$ cat src/qvr_pkg.sv
// Shared definitions for the quaternion vector rotation unit.
// Holds the quaternion part and vector axis indices; no dependencies.
package qvr_pkg;

  localparam int NUM_PARTS = 4;
  localparam int NUM_AXES  = 3;

  typedef enum logic [1:0] {
    PART_W = 2'd0,
    PART_X = 2'd1,
    PART_Y = 2'd2,
    PART_Z = 2'd3
  } part_e;

  typedef enum logic [1:0] {
    AXIS_X = 2'd0,
    AXIS_Y = 2'd1,
    AXIS_Z = 2'd2
  } axis_e;

endpackage

$ cat src/qvr_round.sv
// Output stage: rounds half up, drops the fraction bits and saturates each axis.
// Holds the output register of the block; depends on qvr_pkg.
module qvr_round #(
  parameter int W = 16,
  parameter int F = 14
) (
  input  logic                  clk_i,
  input  logic                  rst_ni,
  input  logic                  valid_i,
  output logic                  ready_o,
  input  logic signed [3*W+3:0] rot_i [qvr_pkg::NUM_AXES],
  output logic                  valid_o,
  input  logic                  ready_i,
  output logic signed [W-1:0]   rot_o [qvr_pkg::NUM_AXES],
  output logic                  sat_o
);
  import qvr_pkg::*;

  localparam int RW = 3 * W + 4;
  localparam int SW = RW + 1;
  localparam int EW = SW + 2 * F;
  localparam logic signed [EW-1:0] HALF    = EW'(1) << (2 * F - 1);
  localparam logic signed [W-1:0]  OUT_MAX = {1'b0, {(W-1){1'b1}}};
  localparam logic signed [W-1:0]  OUT_MIN = {1'b1, {(W-1){1'b0}}};

  logic                out_vld_q;
  logic signed [W-1:0] rot_d [NUM_AXES];
  logic signed [W-1:0] rot_q [NUM_AXES];
  logic                sat_d;
  logic                sat_q;

  assign ready_o = !out_vld_q || ready_i;
  assign valid_o = out_vld_q;
  assign rot_o   = rot_q;
  assign sat_o   = sat_q;

  always_comb begin
    logic signed [EW-1:0] sum;
    logic        [SW-1:0] shf;
    logic      [SW-W:0]   top;
    logic                 ovf;
    sat_d = 1'b0;
    for (int k = 0; k < NUM_AXES; k++) begin
      sum = EW'(rot_i[k]) + HALF;
      shf = sum[EW-1:2*F];
      top = shf[SW-1:W-1];
      ovf = !((&top) || !(|top));
      if (ovf) begin
        rot_d[k] = shf[SW-1] ? OUT_MIN : OUT_MAX;
        sat_d    = 1'b1;
      end else begin
        rot_d[k] = shf[W-1:0];
      end
    end
  end

  always_ff @(posedge clk_i or negedge rst_ni) begin
    if (!rst_ni) begin
      out_vld_q <= 1'b0;
    end else if (ready_o) begin
      out_vld_q <= valid_i;
    end
  end

  always_ff @(posedge clk_i) begin
    if (ready_o && valid_i) begin
      rot_q <= rot_d;
      sat_q <= sat_d;
    end
  end

endmodule

$ cat config.mk
export PLATFORM = sky130hd
export DESIGN_NAME = qvr_round
export DESIGN_NICKNAME = d
export VERILOG_FILES = /design/src/qvr_pkg.sv /design/src/qvr_round.sv
export SDC_FILE = /design/constraint.sdc
export NUM_CORES = 1
export LEC_CHECK = 0
export BUFFER_PORTS_ARGS = -buffer_cell sky130_fd_sc_hd__buf_2
export CORE_MARGIN = 2
export CORE_UTILIZATION = 45
export DETAILED_ROUTE_END_ITERATION = 7
export MAX_ROUTING_LAYER = met4
export PLACE_DENSITY = 0.81
export SLEW_MARGIN = 20
export SYNTH_ARGS = -nofsm -noshare
export SYNTH_HDL_FRONTEND = slang
export SYNTH_SLANG_ARGS = --single-unit
$ cat constraint.sdc
create_clock -name clk_i -period 2.2 [get_ports clk_i]
set_input_delay 0.22 -clock clk_i [delete_from_list [all_inputs] [get_ports clk_i]]
set_output_delay 0.22 -clock clk_i [all_outputs]
set_load 0.1 [all_outputs]
# == After elaboration in Yosys (flattened, before gate mapping) ==
# Index checks and enable logic that the tools add are counted.
# word_totals
elab_cells,31
ff_bits,50
out_inout_bits,51
# classes
n_mux,7
n_addsub,3
reduce_logical,16
# ops
cell,count
52-bit by 29-bit adder with 53-bit output (second input constant),3
38-bit AND reduction,3
38-bit OR reduction,3
16-bit 2-to-1 mux,6
1-bit logical NOT,4
1-bit logical OR,4
2-bit AND reduction,1
1-bit logical AND,1
1-bit 2-to-1 mux,1

# == Logic depth before layout (Yosys ltp) ==
# Gate-level depths: netlist of run 1.
# logic_depth
word_depth,5
mapped_depth,10
depth_no_buf,8

# == Least setup slack after synthesis of run 1 ==
# Ideal clock, no wire load.
# synth_path
path_kind,register to register
start,"reg out_vld_q, in the netlist valid_o"
end,"reg rot_q (netlist bit rot_o[0]), enable pin"
slack_ns,-1.165
path_stages_with_launch,3
t_arrival_ns,2.954
setup_ns,0.411
path_cell_list,dfrtp_1 nand2b_1 and2_1
# synth_between
elab_chain_cells,3
# synth_rtl
element,line_no,rtl
from (decl),qvr_round.sv:26,logic out_vld_q;
from (signal assigned),qvr_round.sv:61,out_vld_q <= valid_i;
1-bit logical NOT,qvr_round.sv:32,assign ready_o = !out_vld_q || ready_i;
1-bit logical OR,qvr_round.sv:32,
net ready_o,qvr_round.sv:10,"output logic ready_o,"
1-bit logical AND,qvr_round.sv:66,if (ready_o && valid_i) begin
to (signal assigned),qvr_round.sv:67,rot_q <= rot_d;
to (decl),qvr_round.sv:28,logic signed [W-1:0] rot_q [NUM_AXES];
# The timed path passes the listed nets, and every way through them passes these cells.
# A chain may end at the register's enable or synchronous reset.

==> results.sh, run 1 <==
export IMPL_htreeDepth=2
export IMPL_synth_nets=546
export IMPL_dp_final_hpwl_um=8927
export IMPL_worst_pin_slew_ps=690.5
export IMPL_die_x_um=95.95
export IMPL_arrival_ps=2230
export IMPL_io_pins=211
export IMPL_ys_ff_latch=50
export IMPL_syn_inst=383
export IMPL_p_leak_nw=2.287
export IMPL_cts_made_buffers=5
export IMPL_avgSynthCellArea_sq_um=9.934
export IMPL_drt_total_wl_um=11810
export IMPL_path_class="primary input to flop"
export IMPL_grt_pass1_wl_um=17160
export IMPL_rsz0062_at_grt="yes"
export IMPL_ys_types=62
export IMPL_rows=33
export IMPL_post_route_min_period_ps=2160
export IMPL_min_path_type="primary input to flop"
export IMPL_dieArea_sq_um=9206
export IMPL_clock_skew_ps=5.577
export IMPL_status="finished clean"
export IMPL_ys_warn_count=0
export IMPL_post_synth_instance_area_sq_um=3805
export IMPL_setup_viol=0
export IMPL_drive_above_1_share=0.4660
export IMPL_final_cell_mix="122 x buf_2, 91 x buf_4, 49 x edfxtp_1, 26 x mux2i_1"
export IMPL_route_detailed_drc=0
export IMPL_drv_slew=0
export IMPL_min_period_over_period=0.9817
export IMPL_timing_hold_ws_ps=107.5
export IMPL_synth_edf_count=49
export IMPL_wire_per_inst_um=16.69
export IMPL_synth_seq_area_share=0.3933
export IMPL_ir_drop_mv=0.4832
export IMPL_post_drt_via_cell_ratio=5.797
export IMPL_clockBufferDepth=2
export IMPL_yosys_top_cells_area="edfxtp_1 39%, mux2i_1 7.6%, xnor2_1 5.3%, xor2_1 4.6%, nand3_1 3.7%"
export IMPL_num_antenna_cells=0
export IMPL_die_y_um=95.95
export IMPL_place_congestion=0.9308
export IMPL_via_count=4104
export IMPL_initial_core_util=0.4631
export IMPL_fmax_mhz=463.0
export IMPL_end_kind="flop"
export IMPL_cts_tree="yes"
export IMPL_synth_top_cell_by_area="edfxtp_1"
export IMPL_p_total_mw=2.716
export IMPL_synth_ff_type="edfxtp_1"
export IMPL_clkLatencyLatePin_ps=310
export IMPL_track_usage=0.2449
export IMPL_crit_fanout=6
export IMPL_core_sq_um=8217
export IMPL_slew_headroom=0.5397
export IMPL_setup_worst_path_start_class="primary input"
export IMPL_powerDensity_nw_per_um2=480.3
export IMPL_grt_max_degree=50
export IMPL_drt_iter0_drc=254
export IMPL_grt_ovfl_total=0
export IMPL_crit_required_ps=2270
export IMPL_ant_nets=0
export IMPL_cts_root_buf="clkbuf_8"
export IMPL_io_buffer_count=129
export IMPL_clock_sinks=50
export IMPL_antenna_found_initial=0
export IMPL_synth_top_area_share=0.3867
export IMPL_dpl_cell_count=692
export IMPL_stdcell_count=708
export IMPL_drv_cap=0
export IMPL_syn2layout_area_growth_pct=48.64
export IMPL_final_hold_viol_count=0
export IMPL_finalNetCount=765
export IMPL_final_common_cell="buf_2"
export IMPL_drtPass1Iterations=6
export IMPL_async_flop_share=0.02000
export IMPL_clk_pin_slew_ps=100
export IMPL_grt_pass1_vias=3703
## repair_timing
action / in CTS / in global routing
endpoints found under the setup margin: 13 / 31
gates cloned: 0 / 2
hold buffers: 1 / 0
endpoints found under the hold margin: 1 / 0
buffers inserted: 0 / 6
resized for setup: 2 / 40
pin swaps: 0 / 16
## flip-flops by register name (all words and copies together) (netlist names)
register  cells
valid_o       1
rot_o        48
sat_o         1
## cell type report
type	instances	area (sq um)
inverters	9	33.78
fillers	623	2561
clock inverters	3	48.80
multi-input cells	310	2401
well taps	105	131.4
repair buffers	226	1474
clock buffers	5	68.82
flip-flops and latches	50	1498
## synthesized netlist by cell type (3+ instances only)
cell type and count:
edfxtp_1 49, mux2i_1 29, nand3_1 28, nand2_1 26, xnor2_1 23, a21oi_1 21
nand4_1 21, xor2_1 20, nor2_1 18, and3_1 16, nor3_1 14, nor4_1 10
clkbuf_1 9, inv_1 8, a31oi_1 7, and4_1 7, nand2b_1 5, a31o_2 4
o21ai_0 4, buf_6 3, ha_1 3, mux2_1 3, o2111ai_1 3, o31ai_1 3
## power breakdown
group          switching (mW)  internal [mW]
Clock                   0.338          0.347
Sequential             0.0144           1.11
Combinational           0.652          0.257
Total                    1.00           1.71
## cells by family after synthesis
kind of cell,count (synthesis),share of synthesized area
DFF,50,0.3933
and+or+nand+nor,169,0.2627
muxes,33,0.08813
buffers and inverters,23,0.02992
xor gates and xnor gates,43,0.09898
adders and majority gates,3,0.009866
AOI/OAI and AO/OA,62,0.1171
## through the flow
step | util | TNS (ps) | instance area, sq um | setup slack (ps)
4_1_cts | 0.6603 | 0 | 5425 | 9.682
3_3_place_gp | 0.6441 | -8116 | 5293 | -302.0
3_5_place_dp | 0.6441 | -10810 | 5293 | -379.5
2_1_floorplan | - | -3877 | 3915 | -289.2
5_1_grt | 0.6883 | -921.2 | 5655 | -77.09
6_report | 0.6883 | 0 | 5655 | 40.31
## metal layers
layer,up-vias,track usage,part of all wire
met1,1915,0.3108,0.40
met5,-,-,0
li1,1943,-,-
met4,0,0.07619,0.021
met3,30,0.03759,0.090
met2,216,0.4038,0.49
## worst max-delay path, cell delays in order
cell     delay (ps)
buf_2           100
ha_1            200
and3_2          250
nand3_2         150
nor4_4          250
a21o_1          140
a21oi_2          70
o41ai_4         340
buf_6           190
mux2_4          300
## final timing paths
check / startpoint / end / slack (ps) / cells past startpoint
max: rot_i[27] / rot_o[6] / 40 / 10
min: valid_i / valid_o / 110 / 2
max reg2reg: valid_o / rot_o[40] / 720 / 2
min reg2reg: valid_o / valid_o / 550 / 2
max in group asynchronous: rst_ni / valid_o / 1860 / 2
min in group asynchronous: rst_ni / valid_o / 240 / 2
No activity file was read; power rests on OpenSTA's default activity.
==> run 2: changes to the inputs <==
- CORE_MARGIN: 2 -> unset
==> run 2 against run 1 <==
Against the previous run:
- the flow now finishes with violations (negative setup slack)
- clock power shrank 14%
- highest routed layer unchanged
- critical path type unchanged
- clock-buffer cell count is the same
- largest cell class unchanged
- critical path depth is the same
==> results.sh, run 2 (synthesized netlist as in run 1, its figures left out) <==
export IMPL_drtPass1Iterations=7
export IMPL_violations="negative setup slack"
export IMPL_drt_total_wl_um=10700
export IMPL_wl_met1_um=4445
export IMPL_min_period_over_period=1.011
export IMPL_final_setup_tns_ps=-72.26
export IMPL_slew_headroom=0.5588
export IMPL_track_usage=0.2491
export IMPL_hold_path_endpoint="valid_o"
export IMPL_fmax_mhz=449.6
export IMPL_finalNetCount=761
export IMPL_final_hold_viol_count=0
export IMPL_grt_ovfl_total=0
export IMPL_crit_required_ps=2260
export IMPL_p_total_mw=2.602
export IMPL_powerDensity_nw_per_um2=467.6
export IMPL_n_fill_cell=635
export IMPL_dp_final_hpwl_um=8366
export IMPL_min_path_cells=2
export IMPL_antenna_found_initial=0
export IMPL_die_y_um=93.95
export IMPL_status="complete, but fails checks"
export IMPL_r2r_start="valid_o"
export IMPL_clkLatencyLatePin_ps=310
export IMPL_drt_iter0_drc=216
export IMPL_setup_worst_path_start_class="primary input"
export IMPL_drv_slew=0
export IMPL_min_path_type="primary input to flop"
export IMPL_die_x_um=93.95
export IMPL_top_layer="met4"
export IMPL_reg2reg_to="rot_o[20]"
export IMPL_end_kind="flop"
export IMPL_largest_reg_flops=48
export IMPL_via_count=4007
export IMPL_worst_pin_slew_ps=660.2
export IMPL_setup_slack_ps=-24.37
export IMPL_ff2ff_path_depth=2
export IMPL_grt_max_degree=50
export IMPL_setup_viol=3
export IMPL_final_common_cell="buf_2"
export IMPL_hp_start="valid_i"
export IMPL_core_sq_um=8217
export IMPL_grt_pass1_wl_um=16860
export IMPL_clk_pin_slew_ps=100
export IMPL_place_congestion=0.9438
export IMPL_grt_pass1_vias=3737
export IMPL_wl_met2_um=5045
export IMPL_num_antenna_cells=0
export IMPL_io_pins=211
export IMPL_clockBufferDepth=2
export IMPL_cts_made_buffers=5
export IMPL_ir_drop_mv=0.3053
export IMPL_p_leak_nw=2.243
export IMPL_ant_nets=0
export IMPL_route_detailed_drc=0
export IMPL_path_class="primary input to flop"
export IMPL_arrival_ps=2290
export IMPL_post_route_min_period_ps=2224
export IMPL_cts_tree="yes"
export IMPL_final_cell_mix="125 x buf_2, 90 x buf_4, 49 x edfxtp_1, 27 x mux2i_1, 25 x nand3_1"
export IMPL_io_buffer_count=129
export IMPL_r2r_setup_slack_ps=750
export IMPL_wire_per_inst_um=15.19
export IMPL_htreeDepth=2
export IMPL_post_drt_via_cell_ratio=5.692
export IMPL_clock_skew_ps=8.853
export IMPL_drv_cap=0
export IMPL_initial_core_util=0.4631
export IMPL_dieArea_sq_um=8827
export IMPL_met3_wirelength_um=956
export IMPL_drive_above_1_share=0.4574
export IMPL_clock_sinks=50
export IMPL_rows=33
export IMPL_rsz0062_at_grt="yes"
export IMPL_final_util=0.6772
export IMPL_syn2layout_area_growth_pct=46.23
export IMPL_cts_root_buf="clkbuf_8"
export IMPL_crit_fanout=8
[run 2: critical path, stage by stage]
cell and delay, ps:
buf_8 80, nand4_4 90, or4_4 630, buf_4 190, nor3_4 170, a31o_4 190, o2111ai_4 130, o41ai_4 90
buf_4 200, mux2_4 300
[run 2: how the worst max path moves through the flow]
stage,start,endpoint,slack (ps),cells past startpoint
floorplan,rot_i[35],rot_o[6],-290,8
global placement,rot_i[41],rot_o[11],-320,9
detailed placement,rot_i[41],rot_o[8],-420,9
CTS,rot_i[131],rot_o[32],4,10
global route,rot_i[35],rot_o[0],-90,10
finish,rot_i[38],rot_o[6],-20,10
[run 2: timing repair]
action / in CTS / in global routing
setup buffers: 2 / 8
hold buffers: 1 / 0
hold endpoints to repair: 1 / 0
gates resized for setup: 5 / 28
endpoints found under the setup margin: 18 / 31
pin swaps: 3 / 11
[run 2: cell type report]
| cell class | count | area [sq um] | share of cell area |
|---|---|---|---|
| Tap cell | 105 | 131.4 | 0.02361 |
| Inverter | 9 | 37.54 | 0.006746 |
| Multi-Input combinational cell | 310 | 2392 | 0.4300 |
| Sequential cell | 50 | 1498 | 0.2692 |
| Clock inverter | 3 | 28.78 | 0.005172 |
| Timing Repair Buffer | 222 | 1408 | 0.2530 |
| Clock buffer | 5 | 68.82 | 0.01237 |
[run 2: stage by stage]
stage	hold WS [ps]	instance area [sq um]	cells	setup slack, ps
global placement	-3.031	5248	686	-322.7
global route	123.5	5564	704	-87.35
detailed placement	-1.541	5248	686	-420.5
finish	129.4	5564	704	-24.37
CTS	117.7	5385	697	3.825
floorplan	-75.59	3915	383	-289.2
[run 2: power breakdown]
| part | internal (mW) | total (mW) | switching [mW] |
|---|---|---|---|
| Sequential | 1.11 | 1.12 | 0.0142 |
| Clock | 0.237 | 0.588 | 0.351 |
| Combinational | 0.252 | 0.891 | 0.639 |
| Total | 1.60 | 2.60 | 1.00 |
[run 2: routing by layer]
layer  GRT usage  vias up
met5           -        -
met4     0.08462        0
met3     0.04288       29
met2      0.4118      225
met1      0.3079     1823
li1            -     1930
==> run 3: changes to the inputs <==
- SETUP_SLACK_MARGIN: unset -> 0.2
==> run 3 against run 2 <==
Against the previous run:
- the flow now finishes without violations
- clock skew fell by 1.6 ps
- worst setup slack improved by 28 ps
- critical path depth did not move
- clock power fell by 6.8%
- via count rose by 2.6%
==> results.sh, run 3 (synthesized netlist as in run 1, its figures left out) <==
export IMPL_status="finished clean"
export IMPL_p_int_mw=1.615
export IMPL_track_usage=0.2756
export IMPL_path_buf_inv=4
export IMPL_path_cells="buf_6 > nand4_4 > or4_4 > nor4b_4 > nor3_2 > o41ai_4 > buf_6 > buf_12 > buf_12 > mux2i_1"
export IMPL_clkPwrFrac=0.211
export IMPL_clk_pin_slew_ps=90
export IMPL_io_buffer_count=129
export IMPL_path_class="primary input to flop"
export IMPL_p_leak_nw=2.378
export IMPL_finalNetCount=776
export IMPL_min_path_cells=2
export IMPL_dp_final_hpwl_um=8416
export IMPL_powerDensity_nw_per_um2=439.8
export IMPL_drive_above_1_share=0.4919
export IMPL_max_stage_delay_ps=590
export IMPL_ir_drop_mv=0.2314
export IMPL_end_kind="flop"
export IMPL_place_congestion=0.9522
export IMPL_grt_max_degree=50
export IMPL_drt_iter0_drc=259
export IMPL_core_sq_um=8217
export IMPL_ant_nets=0
export IMPL_post_drt_via_cell_ratio=5.718
export IMPL_pwr_share_seq=0.431
export IMPL_comb_power_share=0.358
export IMPL_stdcell_count=719
export IMPL_htreeDepth=2
export IMPL_drv_cap=0
export IMPL_crit_family="simple AND/OR/NAND/NOR gates"
export IMPL_initial_core_util=0.4631
export IMPL_clkLatencyLatePin_ps=310
export IMPL_dieArea_sq_um=8827
export IMPL_die_x_um=93.95
export IMPL_rows=33
export IMPL_final_hold_viol_count=0
export IMPL_power_net_switching_uw=987.2
export IMPL_wire_per_inst_um=16.01
export IMPL_largest_reg_flops=48
export IMPL_clock_sinks=50
export IMPL_crit_fanout=8
export IMPL_grt_pass1_wl_um=18790
export IMPL_setup_worst_path_start_class="primary input"
export IMPL_cts_root_buf="clkbuf_8"
export IMPL_num_antenna_cells=0
export IMPL_post_route_min_period_ps=2197
export IMPL_cts_made_buffers=5
export IMPL_placed_area_sq_um=5384
export IMPL_route_detailed_drc=0
export IMPL_dpl_cell_count=691
export IMPL_worst_pin_slew_ps=653.6
export IMPL_drtPass1Iterations=5
export IMPL_setup_viol=0
export IMPL_die_y_um=93.95
export IMPL_final_common_cell="buf_2"
export IMPL_fmax_mhz=455.3
export IMPL_cts_tree="yes"
export IMPL_final_area_sq_um=5918
export IMPL_min_path_type="primary input to flop"
export IMPL_io_pins=211
export IMPL_slew_headroom=0.5643
export IMPL_min_period_over_period=0.9985
export IMPL_rsz0062_at_grt="yes"
export IMPL_syn2layout_area_growth_pct=55.54
export IMPL_grt_pass1_vias=4021
export IMPL_sw_frac_of_total=0.3793
export IMPL_via_count=4111
export IMPL_final_util=0.7203
export IMPL_final_cell_mix="119 x buf_2, 91 x buf_4, 49 x edfxtp_1, 28 x mux2i_1, 24 x nand2_1"
export IMPL_clock_skew_ps=7.273
export IMPL_drt_total_wl_um=11510
export IMPL_drv_slew=0
export IMPL_cp_depth=10
export IMPL_crit_required_ps=2350
export IMPL_ff2ff_path_depth=2
export IMPL_antenna_found_initial=0
export IMPL_cp_slowest_cell="or4_4"
export IMPL_arrival_ps=2340
export IMPL_clockBufferDepth=2
export IMPL_grt_ovfl_total=0
run 3: cell count changes in the layout (fill, tap and decap cells not counted), sizes merged:
cell	delta
clkinvlp	-1
buf	+15
clkbuf	+1
run 3: cell type report:
cell class	instances	area [sq um]
clock buffer	6	72.57
clock inverter	2	17.52
fill	619	2298
inverter	9	35.03
multi-input combinational	310	2491
sequential	50	1498
tap	105	131.4
timing repair buffer	237	1673
run 3: worst paths after layout:
| check | from | endpoint | slack [ps] |
|---|---|---|---|
| max | rot_i[37] | rot_o[10] | 3 |
| max in group asynchronous | rst_ni | valid_o | 1890 |
| min in group asynchronous | rst_ni | valid_o | 220 |
| min | valid_i | valid_o | 120 |
| min reg2reg | valid_o | valid_o | 540 |
| max reg2reg | valid_o | rot_o[12] | 760 |
run 3: per-stage QoR:
stage | hold WS, ps | setup TNS, ps | setup WS (ps) | total power, mW
after global routing | 111.8 | -579.6 | -68.64 | 2.705
after CTS | 110.4 | 0 | 38.93 | 2.604
after floorplan | -75.59 | -3877 | -289.2 | 1.715
after global placement | -1.974 | -7077 | -264.9 | 2.011
after detailed placement | 0.7640 | -9505 | -361.6 | 2.025
final | 120.5 | 0 | 3.408 | 2.603
run 3: power by group through the flow:
| stage | clock network, mW | registers (mW) | logic (mW) |
|---|---|---|---|
| global placement | 0 | 1.14 | 0.866 |
| global route | 0.594 | 1.13 | 0.984 |
| floorplan | 0 | 1.50 | 0.211 |
| CTS | 0.563 | 1.12 | 0.918 |
| detailed placement | 0 | 1.14 | 0.881 |
| finish | 0.548 | 1.12 | 0.932 |
run 3: what timing repair did:
item / in CTS / in global routing
endpoints found under the hold margin: 1 / 0
hold buffers: 1 / 0
gates cloned: 2 / 0
resized for setup: 49 / 6
setup buffers: 14 / 3
setup endpoints to repair: 31 / 46
pin swaps: 14 / 10
run 3: layer usage:
metal,up-vias,global-route usage,wire length (um)
met2,174,0.4672,5764
met3,18,0.04854,780
met4,0,0.08333,180
met1,1952,0.3343,4788
met5,-,-,0
li1,1967,-,-
